--- src/rtl/mowm_pkg.sv ---
// Shared types and constants for the max-of-window-minimums block.
package mowm_pkg;

	// Width of the window length field on the result channel.
	localparam int WL_W = 7;

	typedef enum logic [2:0] {
		S_IDLE,
		S_POP,
		S_POPW,
		S_SUF_RD,
		S_SUF_WR,
		S_EM_RD,
		S_EM_LD,
		S_EM_WAIT
	} state_t;

	// Strobes from the controller to the answer table.
	typedef struct packed {
		logic credit;
		logic rd;
		logic wr;
		logic clear;
	} ans_cmd_t;

endpackage

--- src/rtl/mowm_in_if.sv ---
// Input channel: one sequence element per request.
interface mowm_in_if #(
	parameter int VALUE_WIDTH = 32
);
	logic                          valid;
	logic                          ready;
	logic signed [VALUE_WIDTH-1:0] value;
	logic                          last;

	modport source (output valid, output value, output last, input ready);
	modport sink (input valid, input value, input last, output ready);
endinterface

--- src/rtl/mowm_out_if.sv ---
// Result channel: one window length and its best minimum per request.
interface mowm_out_if #(
	parameter int VALUE_WIDTH = 32
);
	import mowm_pkg::*;

	logic                          valid;
	logic                          ready;
	logic [WL_W-1:0]               window_length;
	logic signed [VALUE_WIDTH-1:0] best_minimum;
	logic                          truncated;
	logic                          end_of_run;

	modport source (output valid, output window_length, output best_minimum,
		output truncated, output end_of_run, input ready);
	modport sink (input valid, input window_length, input best_minimum,
		input truncated, input end_of_run, output ready);
endinterface

--- src/rtl/mowm_ctrl.sv ---
// Sequencer: index stack memory, pop/credit loop, suffix max and result emit.
module mowm_ctrl
	import mowm_pkg::*;
#(
	parameter int MAX_LEN     = 64,
	parameter int VALUE_WIDTH = 32
) (
	input  logic                          clk,
	input  logic                          arst_n,
	mowm_in_if.sink                       in,
	mowm_out_if.source                    out,
	output ans_cmd_t                      cmd,
	output logic [$clog2(MAX_LEN)-1:0]    cr_slot,
	output logic signed [VALUE_WIDTH-1:0] cr_val,
	output logic [$clog2(MAX_LEN)-1:0]    rd_addr,
	output logic [$clog2(MAX_LEN)-1:0]    wr_addr,
	output logic signed [VALUE_WIDTH-1:0] wr_val,
	input  logic signed [VALUE_WIDTH-1:0] rd_data,
	input  logic                          busy
);
	localparam int IW = $clog2(MAX_LEN);
	localparam int CW = $clog2(MAX_LEN + 1);
	localparam logic [VALUE_WIDTH-1:0] VMIN = {1'b1, {(VALUE_WIDTH-1){1'b0}}};

	state_t state_q, state_d;

	// stack entry: element index above its value
	logic [IW+VALUE_WIDTH-1:0]     stk_mem [MAX_LEN];
	logic [IW+VALUE_WIDTH-1:0]     stk_rd_q;
	logic [IW-1:0]                 stk_rd_idx;
	logic signed [VALUE_WIDTH-1:0] stk_rd_val;

	logic [CW-1:0]                 cnt_q;
	logic [CW-1:0]                 depth_q;
	logic                          ovf_q;
	logic                          drain_q;
	logic                          last_q;
	logic signed [VALUE_WIDTH-1:0] v_q;
	logic signed [VALUE_WIDTH-1:0] top_val_q;
	logic signed [VALUE_WIDTH-1:0] pv_q;
	logic signed [VALUE_WIDTH-1:0] run_q;
	logic [IW-1:0]                 k_q;

	logic [WL_W-1:0]               owl_q;
	logic signed [VALUE_WIDTH-1:0] obest_q;
	logic                          otr_q;
	logic                          oeor_q;
	logic                          ovalid_q;

	logic                          in_acc;
	logic                          out_acc;
	logic                          full;
	logic                          pop_go;
	logic                          push;
	logic [IW-1:0]                 n_last_k;
	logic signed [VALUE_WIDTH-1:0] run_nx;

	assign in_acc     = in.valid && in.ready;
	assign out_acc    = out.valid && out.ready;
	assign full       = (cnt_q == CW'(MAX_LEN));
	assign pop_go     = (depth_q != '0) && (drain_q || (v_q < top_val_q));
	assign push       = (state_q == S_POP) && !pop_go && !drain_q;
	assign n_last_k   = IW'(cnt_q - CW'(1));
	assign stk_rd_idx = stk_rd_q[IW+VALUE_WIDTH-1:VALUE_WIDTH];
	assign stk_rd_val = $signed(stk_rd_q[VALUE_WIDTH-1:0]);
	assign run_nx     = (rd_data > run_q) ? rd_data : run_q;

	// next state
	always_comb begin
		state_d = state_q;
		case (state_q)
			S_IDLE: begin
				// a dropped element without last needs no further work
				if (in_acc && (!full || in.last)) begin
					state_d = S_POP;
				end
			end
			S_POP: begin
				if (pop_go) begin
					state_d = S_POPW;
				end else if (drain_q) begin
					state_d = S_SUF_RD;
				end else if (!last_q) begin
					state_d = S_IDLE;
				end
			end
			S_POPW: state_d = S_POP;
			S_SUF_RD: begin
				if (!busy) begin
					state_d = S_SUF_WR;
				end
			end
			S_SUF_WR: state_d = (k_q == '0) ? S_EM_RD : S_SUF_RD;
			S_EM_RD: state_d = S_EM_LD;
			S_EM_LD: state_d = S_EM_WAIT;
			S_EM_WAIT: begin
				if (out_acc) begin
					state_d = oeor_q ? S_IDLE : S_EM_LD;
				end
			end
			default: state_d = S_IDLE;
		endcase
	end

	// outputs and memory strobes
	always_comb begin
		in.ready   = 1'b0;
		cmd        = '0;
		rd_addr    = k_q;
		wr_addr    = k_q;
		wr_val     = run_nx;
		cr_val     = pv_q;
		if (depth_q == '0) begin
			cr_slot = n_last_k;
		end else begin
			cr_slot = IW'(cnt_q - CW'(stk_rd_idx) - CW'(2));
		end
		case (state_q)
			S_IDLE: in.ready = 1'b1;
			S_POPW: cmd.credit = 1'b1;
			S_SUF_RD: cmd.rd = !busy;
			S_SUF_WR: cmd.wr = 1'b1;
			S_EM_RD: cmd.rd = 1'b1;
			S_EM_WAIT: begin
				rd_addr   = k_q + IW'(1);
				cmd.rd    = out_acc && !oeor_q;
				cmd.clear = out_acc && oeor_q;
			end
			default: begin
			end
		endcase
	end

	assign out.valid         = ovalid_q;
	assign out.window_length = owl_q;
	assign out.best_minimum  = obest_q;
	assign out.truncated     = otr_q;
	assign out.end_of_run    = oeor_q;

	// stack memory: read the entry under the top while popping
	always_ff @(posedge clk) begin
		if (state_q == S_POP) begin
			stk_rd_q <= stk_mem[IW'(depth_q - CW'(2))];
		end
		if (push) begin
			stk_mem[IW'(depth_q)] <= {IW'(cnt_q), v_q};
		end
	end

	// payload registers
	always_ff @(posedge clk) begin
		if (in_acc) begin
			v_q    <= in.value;
			last_q <= in.last;
		end
		case (state_q)
			S_POP: begin
				if (pop_go) begin
					pv_q <= top_val_q;
				end else if (drain_q) begin
					k_q   <= n_last_k;
					run_q <= $signed(VMIN);
				end else begin
					top_val_q <= v_q;
				end
			end
			S_POPW: begin
				if (depth_q != '0) begin
					top_val_q <= stk_rd_val;
				end
			end
			S_SUF_WR: begin
				run_q <= run_nx;
				if (k_q != '0) begin
					k_q <= k_q - IW'(1);
				end
			end
			S_EM_LD: begin
				owl_q   <= WL_W'(k_q) + WL_W'(1);
				obest_q <= rd_data;
				otr_q   <= ovf_q;
				oeor_q  <= (k_q == n_last_k);
			end
			S_EM_WAIT: begin
				if (out_acc && !oeor_q) begin
					k_q <= k_q + IW'(1);
				end
			end
			default: begin
			end
		endcase
	end

	// control registers
	always_ff @(posedge clk or negedge arst_n) begin
		if (!arst_n) begin
			state_q  <= S_IDLE;
			cnt_q    <= '0;
			depth_q  <= '0;
			ovf_q    <= 1'b0;
			drain_q  <= 1'b0;
			ovalid_q <= 1'b0;
		end else begin
			state_q <= state_d;
			case (state_q)
				S_IDLE: begin
					if (in_acc) begin
						// store full: drop element, drain directly if it ends the run
						if (full) begin
							ovf_q <= 1'b1;
						end
						drain_q <= full && in.last;
					end
				end
				S_POP: begin
					if (pop_go) begin
						depth_q <= depth_q - CW'(1);
					end else if (!drain_q) begin
						depth_q <= depth_q + CW'(1);
						cnt_q   <= cnt_q + CW'(1);
						drain_q <= last_q;
					end
				end
				S_EM_LD: ovalid_q <= 1'b1;
				S_EM_WAIT: begin
					if (out_acc) begin
						ovalid_q <= 1'b0;
						if (oeor_q) begin
							cnt_q   <= '0;
							depth_q <= '0;
							ovf_q   <= 1'b0;
							drain_q <= 1'b0;
						end
					end
				end
				default: begin
				end
			endcase
		end
	end

endmodule

--- src/flat_wrapper.sv ---
// flat-port wrapper written by rule: the top's interface ports become plain ports
module mowm_ctrl_flat import mowm_pkg::*;
#(
	parameter int MAX_LEN     = 64,
	parameter int VALUE_WIDTH = 32
)
  (clk, arst_n, cmd, cr_slot, cr_val, rd_addr, wr_addr, wr_val, rd_data, busy, in_valid, in_value, in_last, in_ready, out_valid, out_window_length, out_best_minimum, out_truncated, out_end_of_run, out_ready);
  mowm_in_if #(.VALUE_WIDTH(VALUE_WIDTH)) in_i ();
  mowm_out_if #(.VALUE_WIDTH(VALUE_WIDTH)) out_i ();
  input  logic clk;
  input  logic arst_n;
  output ans_cmd_t cmd;
  output logic [$clog2(MAX_LEN)-1:0] cr_slot;
  output logic signed [VALUE_WIDTH-1:0] cr_val;
  output logic [$clog2(MAX_LEN)-1:0] rd_addr;
  output logic [$clog2(MAX_LEN)-1:0] wr_addr;
  output logic signed [VALUE_WIDTH-1:0] wr_val;
  input  logic signed [VALUE_WIDTH-1:0] rd_data;
  input  logic busy;
  input wire logic [$bits(in_i.valid)-1:0] in_valid;
  input wire logic [$bits(in_i.value)-1:0] in_value;
  input wire logic [$bits(in_i.last)-1:0] in_last;
  output wire logic [$bits(in_i.ready)-1:0] in_ready;
  output wire logic [$bits(out_i.valid)-1:0] out_valid;
  output wire logic [$bits(out_i.window_length)-1:0] out_window_length;
  output wire logic [$bits(out_i.best_minimum)-1:0] out_best_minimum;
  output wire logic [$bits(out_i.truncated)-1:0] out_truncated;
  output wire logic [$bits(out_i.end_of_run)-1:0] out_end_of_run;
  input wire logic [$bits(out_i.ready)-1:0] out_ready;
  assign in_i.valid = in_valid;
  assign in_i.value = in_value;
  assign in_i.last = in_last;
  assign in_ready = in_i.ready;
  assign out_valid = out_i.valid;
  assign out_window_length = out_i.window_length;
  assign out_best_minimum = out_i.best_minimum;
  assign out_truncated = out_i.truncated;
  assign out_end_of_run = out_i.end_of_run;
  assign out_i.ready = out_ready;
  mowm_ctrl #(.MAX_LEN(MAX_LEN), .VALUE_WIDTH(VALUE_WIDTH)) u_core (.clk(clk), .arst_n(arst_n), .in(in_i), .out(out_i), .cmd(cmd), .cr_slot(cr_slot), .cr_val(cr_val), .rd_addr(rd_addr), .wr_addr(wr_addr), .wr_val(wr_val), .rd_data(rd_data), .busy(busy));
endmodule
--- config.mk ---
export PLATFORM = sky130hd
export DESIGN_NAME = mowm_ctrl_flat
export DESIGN_NICKNAME = d
export VERILOG_FILES = /design/src/rtl/mowm_pkg.sv /design/src/rtl/mowm_in_if.sv /design/src/rtl/mowm_out_if.sv /design/src/rtl/mowm_ctrl.sv /design/src/flat_wrapper.sv
export SDC_FILE = /design/constraint.sdc
export NUM_CORES = 2
export LEC_CHECK = 0
export ABC_CLOCK_PERIOD_IN_PS = 7600
export BUFFER_PORTS_ARGS = -buffer_cell sky130_fd_sc_hd__buf_2
export CAP_MARGIN = 5
export CORE_MARGIN = 3
export CORE_UTILIZATION = 62
export DETAILED_ROUTE_END_ITERATION = 8
export PLACE_DENSITY_LB_ADDON = 0.2
export SLEW_MARGIN = 20
export SYNTH_ARGS = -nofsm -noshare
export SYNTH_HDL_FRONTEND = slang
export SYNTH_SLANG_ARGS = --single-unit
--- constraint.sdc ---
create_clock -name clk -period 7.6 [get_ports clk]
set_input_delay 0.76 -clock clk [delete_from_list [all_inputs] [get_ports clk]]
set_output_delay 0.76 -clock clk [all_outputs]
set_load 0.1 [all_outputs]
== Word level (Yosys, flattened, before mapping) ==
Memory sizes are Yosys's and may differ from the RTL's. A register that Yosys moved wholly into a read port is not among the register bits.
Index checks and enable logic that the tools add are counted.

* $add $sub $neg: 10
* Magnitude comparators: 2
* Equal/unequal tests: 23
* Muxes and demuxes: 50
* Reduce and logical (&&, ||, !) cells: 38

{| class="wikitable"
|+ Operator list
! kind !! number
|-
| 32-bit two-way mux || 6
|-
| 32-bit case mux with 2 select lines || 2
|-
| 7-bit two-way mux || 6
|-
| 6-bit two-way mux || 6
|-
| 32-bit > comparator || 1
|-
| 32-bit less-than comparator || 1
|-
| 7-bit case mux with 2 select lines || 2
|-
| 3-bit two-way mux || 8
|-
| 3-bit case mux with 8 select lines || 1
|-
| 5-bit AND reduction || 4
|-
| 2-bit by 1-bit inequality test with 1-bit output (second input constant) || 9
|-
| 6-bit case mux with 3 select lines || 1
|-
| 7-bit by 1-bit adder with 7-bit output (second input constant) || 2
|-
| 1-bit two-way mux || 14
|-
| 3-bit equality test (second input constant) || 4
|-
| 4-bit AND reduction || 3
|-
| 6-bit by 1-bit subtractor with 6-bit output (second input constant) || 2
|-
| 6-bit by 2-bit subtractor with 6-bit output (second input constant) || 2
|-
| 2-bit nonzero test || 5
|-
| 1-bit logical AND || 9
|-
| 6-bit by 1-bit adder with 7-bit output (second input constant) || 1
|-
| 7-bit equality test (second input constant) || 1
|-
| 7-bit logical NOT || 1
|-
| 7-bit nonzero test || 1
|-
| other kinds (19) || 31
|}

* Bits in registers: 196
* Bits in writable memories: 2432
* Input port bits: 70
* Output and inout bits: 129
* Memories: 1

{| class="wikitable"
|+ Memory list
! memory !! depth !! bits a word !! rd ports !! clocked after Yosys merged registers in !! write ports !! RTL line !! source
|-
| u_core.stk_mem || 64 || 38 || 1 || 1 || 1 || mowm_ctrl.sv:28 || <nowiki>logic [IW+VALUE_WIDTH-1:0] stk_mem [MAX_LEN];</nowiki>
|}

== Longest topological paths before layout ==
* Depth in word-level cells: 8
* Mapped depth: 16
* Depth with buffers taken out: 16

== Worst setup path after synthesis ==
OpenSTA, ideal clock, no wires.

* Path kind: reg2reg
* Start: reg u_core.v_q[5]
* End: reg u_core.k_q[0] (netlist: u_core.wr_addr[0]) (enable)
* Data arrival time: 5.213 ns
* Required time: 7.146 ns
* Slack: 1.934 ns
* Stages on the path, launching flop included: 9
* Path buffers: 0
* Clock period less this slack: 5.666 ns
* Cell sequence: edfxtp_1 -> ha_1 -> a21o_1 -> a221oi_1 -> o31a_1 -> a2bb2oi_1 -> o2bb2ai_1 -> nor3_1 -> a211oi_1

* Word-level cells in the longest chain between the ends: 5

{| class="wikitable"
|+ Ends and longest elaborated chain
! element !! RTL line !! source
|-
| start, declared || mowm_ctrl.sv:38 || <nowiki>logic signed [VALUE_WIDTH-1:0] v_q;</nowiki>
|-
| start signal, assigned || mowm_ctrl.sv:153 || <nowiki>v_q <= in.value;</nowiki>
|-
| 32-bit less-than comparator || mowm_ctrl.sv:61 || <nowiki>assign pop_go = (depth_q != '0) && (drain_q || (v_q < top_val_q));</nowiki>
|-
| 1-bit logical OR || mowm_ctrl.sv:61 ||
|-
| 1-bit logical AND || mowm_ctrl.sv:61 ||
|-
| 2-bit inequality test (no line) || - ||
|-
| 5-bit AND reduction (no line) || - ||
|-
| end signal, assigned || mowm_ctrl.sv:161 || <nowiki>k_q <= n_last_k;</nowiki>
|-
| end signal, assigned || mowm_ctrl.sv:175 || <nowiki>k_q <= k_q - IW'(1);</nowiki>
|-
| end signal, assigned || mowm_ctrl.sv:186 || <nowiki>k_q <= k_q + IW'(1);</nowiki>
|-
| end, declared || mowm_ctrl.sv:42 || <nowiki>logic [IW-1:0] k_q;</nowiki>
|}

No other way between the ends.
A chain may end at the register's enable or synchronous reset.

== Final worst setup path ==
* Start: reg u_core.v_q[20]
* End: mem u_core.stk_mem[56][2] (netlist name) (enable)

* Word-level cells in the longest chain between the ends: 8

{| class="wikitable"
|+ Ends and longest elaborated chain
! element !! RTL line !! source
|-
| 32-bit less-than comparator || mowm_ctrl.sv:61 ||
|-
| 1-bit logical OR || mowm_ctrl.sv:61 ||
|-
| 1-bit logical AND || mowm_ctrl.sv:61 ||
|-
| 1-bit logical NOT || mowm_ctrl.sv:62 || <nowiki>assign push = (state_q == S_POP) && !pop_go && !drain_q;</nowiki>
|-
| 1-bit logical AND (2 in series) || mowm_ctrl.sv:62 ||
|-
| 1-bit two-way mux || mowm_ctrl.sv:145 || <nowiki>if (push) begin</nowiki>
|-
| 1-bit two-way mux (implied by the code) || mowm_ctrl.sv:146 || <nowiki>stk_mem[IW'(depth_q)] <= {IW'(cnt_q), v_q};</nowiki>
|-
| end, declared || mowm_ctrl.sv:28 ||
|}

No other way between the ends.

==> results.py <==
metrics = {
    "outcome": {
        "status": "completed",
    },
    "die": {
        "dieWidth_um": 415,
        "core_region_area_mm2": 0.166,
        "die-height_um": 415,
        "top_level_ports": 199,
        "floorplan.rows": 149,
        "die_area_mm2": 0.172,
        "initial_utilization_pct": 62.6,
    },
    "cells_and_area": {
        "final_standard_cell_area_without_fillers_mm2": 0.117,
        "area_growth_pct": 12.8,
        "total_number_of_nets_in_the_final_design": 5055,
        "drive_above_1_share_pct": 32.1,
        "layout.cells.most_common": "edfxtp_1",
        "layoutNonFillerInstCount": 7268,
        "n_fill_cell": 9475,
        "final_cell_mix": "edfxtp_1 (2646), mux4_2 (784), clkbuf_16 (284)",
    },
    "logic_synthesis": {
        "syn_area_mm2": 0.104,
        "synthFlopType": "edfxtp_1",
        "ys_seq_area_share_pct": 77.1,
        "yosys_warnings": 0,
        "synth_cells": 4467,
        "area_share_of_the_largest_cell_type_after_synthesis_pct": 76.7,
        "syn_avg_cell_area_um2": 23.2,
        "distinct_cell_type_count_of_the_synthesized_netlist": 74,
        "postSynth.asyncResetShare_pct": 0.750,
        "netlist.top_cell.by_area": "edfxtp_1",
        "edff_count_synth": 2646,
        "synth.ff_latch_count": 2666,
        "syn-num-nets": 4627,
        "post_synth_main_area_contributors": "edfxtp_1 (77%), mux4_2 (17%), ha_1 (1.1%), clkbuf_1 (0.50%), dfrtp_1 (0.48%)",
    },
    "global_routing": {
        "grt_start_max_net_pins": 135,
        "globalRoute.totalOverflow": 0,
        "global_route_wire_length_before_repair_mm": 389,
        "grt_antenna_before_repair": 30,
        "grt_use_total_pct": 32.2,
        "vias_in_the_first_global_route": 50764,
    },
    "drt": {
        "post_drt_wl_per_cell_um": 37.6,
        "vias_per_cell": 7.09,
        "detail-route-antenna-nets": 0,
        "drt_pre_antenna_iters": 6,
        "num_vias": 51526,
        "drc_marker_count_from_the_first_detailed_route_iteration": 8282,
        "drc": 0,
        "routed_wirelength_mm": 273,
    },
    "timing": {
        "fin_skew_ns": 0.0579,
        "report.final.hold_viol_count": 0,
        "final_max_slew_viol_count": 0,
        "report.final.setup_viol": 0,
        "slew-limit-headroom_pct": 27.9,
        "max_clock_freq_mhz": 164,
        "layout_worst_path_cycle_share_pct": 80.3,
        "final.setup.tns_ns": 0,
        "worst_pin_slew_ns": 1.08,
        "timing.final.crit_period_ns": 6.10,
        "unrepaired_setup_endpoints_after_global_routing": "false",
    },
    "critical_path": {
        "crit_arrival_ns": 6.69,
        "crit_type": "register to register",
        "worstPathMaxFanout": 66,
        "worst_ep_required_time_ns": 8.18,
        "setup.worst_path.end_class": "register",
        "timing.critical_path.from_type": "register",
    },
    "clock_tree": {
        "clkTransAtPathRegs_ns": 0.06,
        "worst_skew_pair.late_latency_ns": 0.94,
        "maximum_level_of_the_cts_h_tree": 5,
        "cts-resized-gates": 0,
        "cts_tree": "done",
        "tritoncts.num_buffers": 278,
        "cts.sink_count": 2666,
        "buffer_levels_on_the_longest_clock_path": 4,
        "clk_root_buffer_cell": "clkbuf_16",
    },
    "placed_design": {
        "place_inst": 6796,
        "finalWeightedCongestion": 0.884,
        "placedInstanceArea_mm2": 0.109,
        "numPortBuffers": 198,
        "place.detailed.hpwl_mm": 156,
    },
    "power_and_ir_drop": {
        "powerDensity_mw_per_mm2": 246,
        "power.leakage_nw": 39.1,
        "max-vdd-ir-drop_uv": 269,
    },
    "flow_run": {
        "max-cap-violations": 0,
    },
    "worst_hold_path": {
        "worst_hold_path_type": "input pin to register",
    },
}
-- what timing repair did --
action                    CTS  global route
hold endpoints to repair   24             0
buffers inserted            0             0
hold buffers                5             0
-- layer usage --
| metal | vias up | wire, um | GRT usage, % | part of all wire [%] |
|---|---|---|---|---|
| li1 | 19853 | - | - | - |
| met1 | 27205 | 98600 | 46.6 | 36 |
| met2 | 3911 | 130000 | 49.0 | 48 |
| met3 | 551 | 33800 | 8.04 | 12 |
| met4 | 6 | 10800 | 11.8 | 4.0 |
| met5 | - | 41 | 0 | 0.015 |
-- report_power, final --
part	switching [W]	internal (W)	leakage, nW
Combinational	0.000183	0.0000425	9.94
Clock	0.00541	0.00724	4.00
Sequential	0	0.0159	25.2
-- layout make-up --
class,count,area (um2),area share [%]
Antenna cell,5,12.5,0.0107
Inverter,93,349,0.299
Clock buffer,352,7380,6.32
Sequential cell,2666,80000,68.4
Clock inverter,107,835,0.714
Tap cell,2189,2740,2.34
Timing Repair Buffer,373,2610,2.23
Multi-Input combinational cell,1483,23000,19.7
-- flip-flops by register name, summed over array words and instances, names as in the netlist, 3 cells and up --
| name | cells |
|---|---|
| u_core.stk_mem | 2432 |
| u_core.cnt_q | 7 |
| u_core.v_q | 32 |
| u_core.state_q | 3 |
| u_core.out.window_length | 7 |
| u_core.out.best_minimum | 32 |
| u_core.cr_val | 32 |
| u_core.wr_addr | 6 |
| u_core.top_val_q | 32 |
| u_core.stk_rd_q | 38 |
| u_core.depth_q | 7 |
| u_core.run_q | 32 |
-- logic make-up after synthesis --
logic type,synth area share [%]
XOR/XNOR,0.279
AO/OA/AOI/OAI,1.31
AND/OR/NAND/NOR,1.47
flip-flops,77.1
buffers and inverters,1.22
adder cells (fa/ha/maj),1.10
multiplexers,17.5
-- worst max-delay path, stage by stage, from the launching register on --
cell and delay, ns:
edfxtp_1 0.33, buf_4 0.53, ha_1 0.36, nand4_1 0.12
nor3_1 0.07, a21oi_1 0.57, a211oi_1 0.20, a311oi_2 0.58
and2_1 0.59, nand4_1 0.91, nor2_4 0.97, buf_4 0.41
-- through the flow --
step                      hold WS, ns  setup slack [ns]  total power [W]  util [%]
after global placement          0.434              1.84           0.0164      65.6
after detailed placement        0.439              1.64           0.0164      65.6
final                          0.0561              1.50           0.0288      70.6
after CTS                    0.000834              1.61           0.0289      70.6
after floorplan                 0.426              1.93           0.0164         -
after global routing           0.0136              1.38           0.0295      70.6
-- path summary, 6_finish.rpt --
path                                                   endpoint                     start  depth (start not counted)  slack (ns)
worst max-delay path            u_core.stk_mem[56][2]$_DFFE_PP_  u_core.v_q[20]$_DFFE_PP_                         11        1.50
worst min-delay path                   u_core.v_q[10]$_DFFE_PP_              in_value[10]                          1        0.06
worst max register to register  u_core.stk_mem[56][2]$_DFFE_PP_  u_core.v_q[20]$_DFFE_PP_                         11        1.50
worst min register to register   u_core.out.truncated$_DFFE_PP_  u_core.ovf_q$_DFFE_PN0P_                          0        0.45
max in group asynchronous         u_core.depth_q[1]$_DFFE_PN0P_                    arst_n                          2        6.82
min in group asynchronous          u_core.out.valid$_DFFE_PN0P_                    arst_n                          2        0.36
-- synthesized netlist by cell type, types with 16 or more instances --
master	number
mux4_2	784
xnor2_1	20
inv_1	90
nand2_1	86
o21ai_0	61
nor2_1	82
buf_2	36
a211oi_1	16
ha_1	88
dfrtp_1	20
buf_1	45
a21o_1	19
clkbuf_1	139
edfxtp_1	2646
nand3_1	49
a21oi_1	75
mux2_2	33
(Power assumes the default switching activity.)
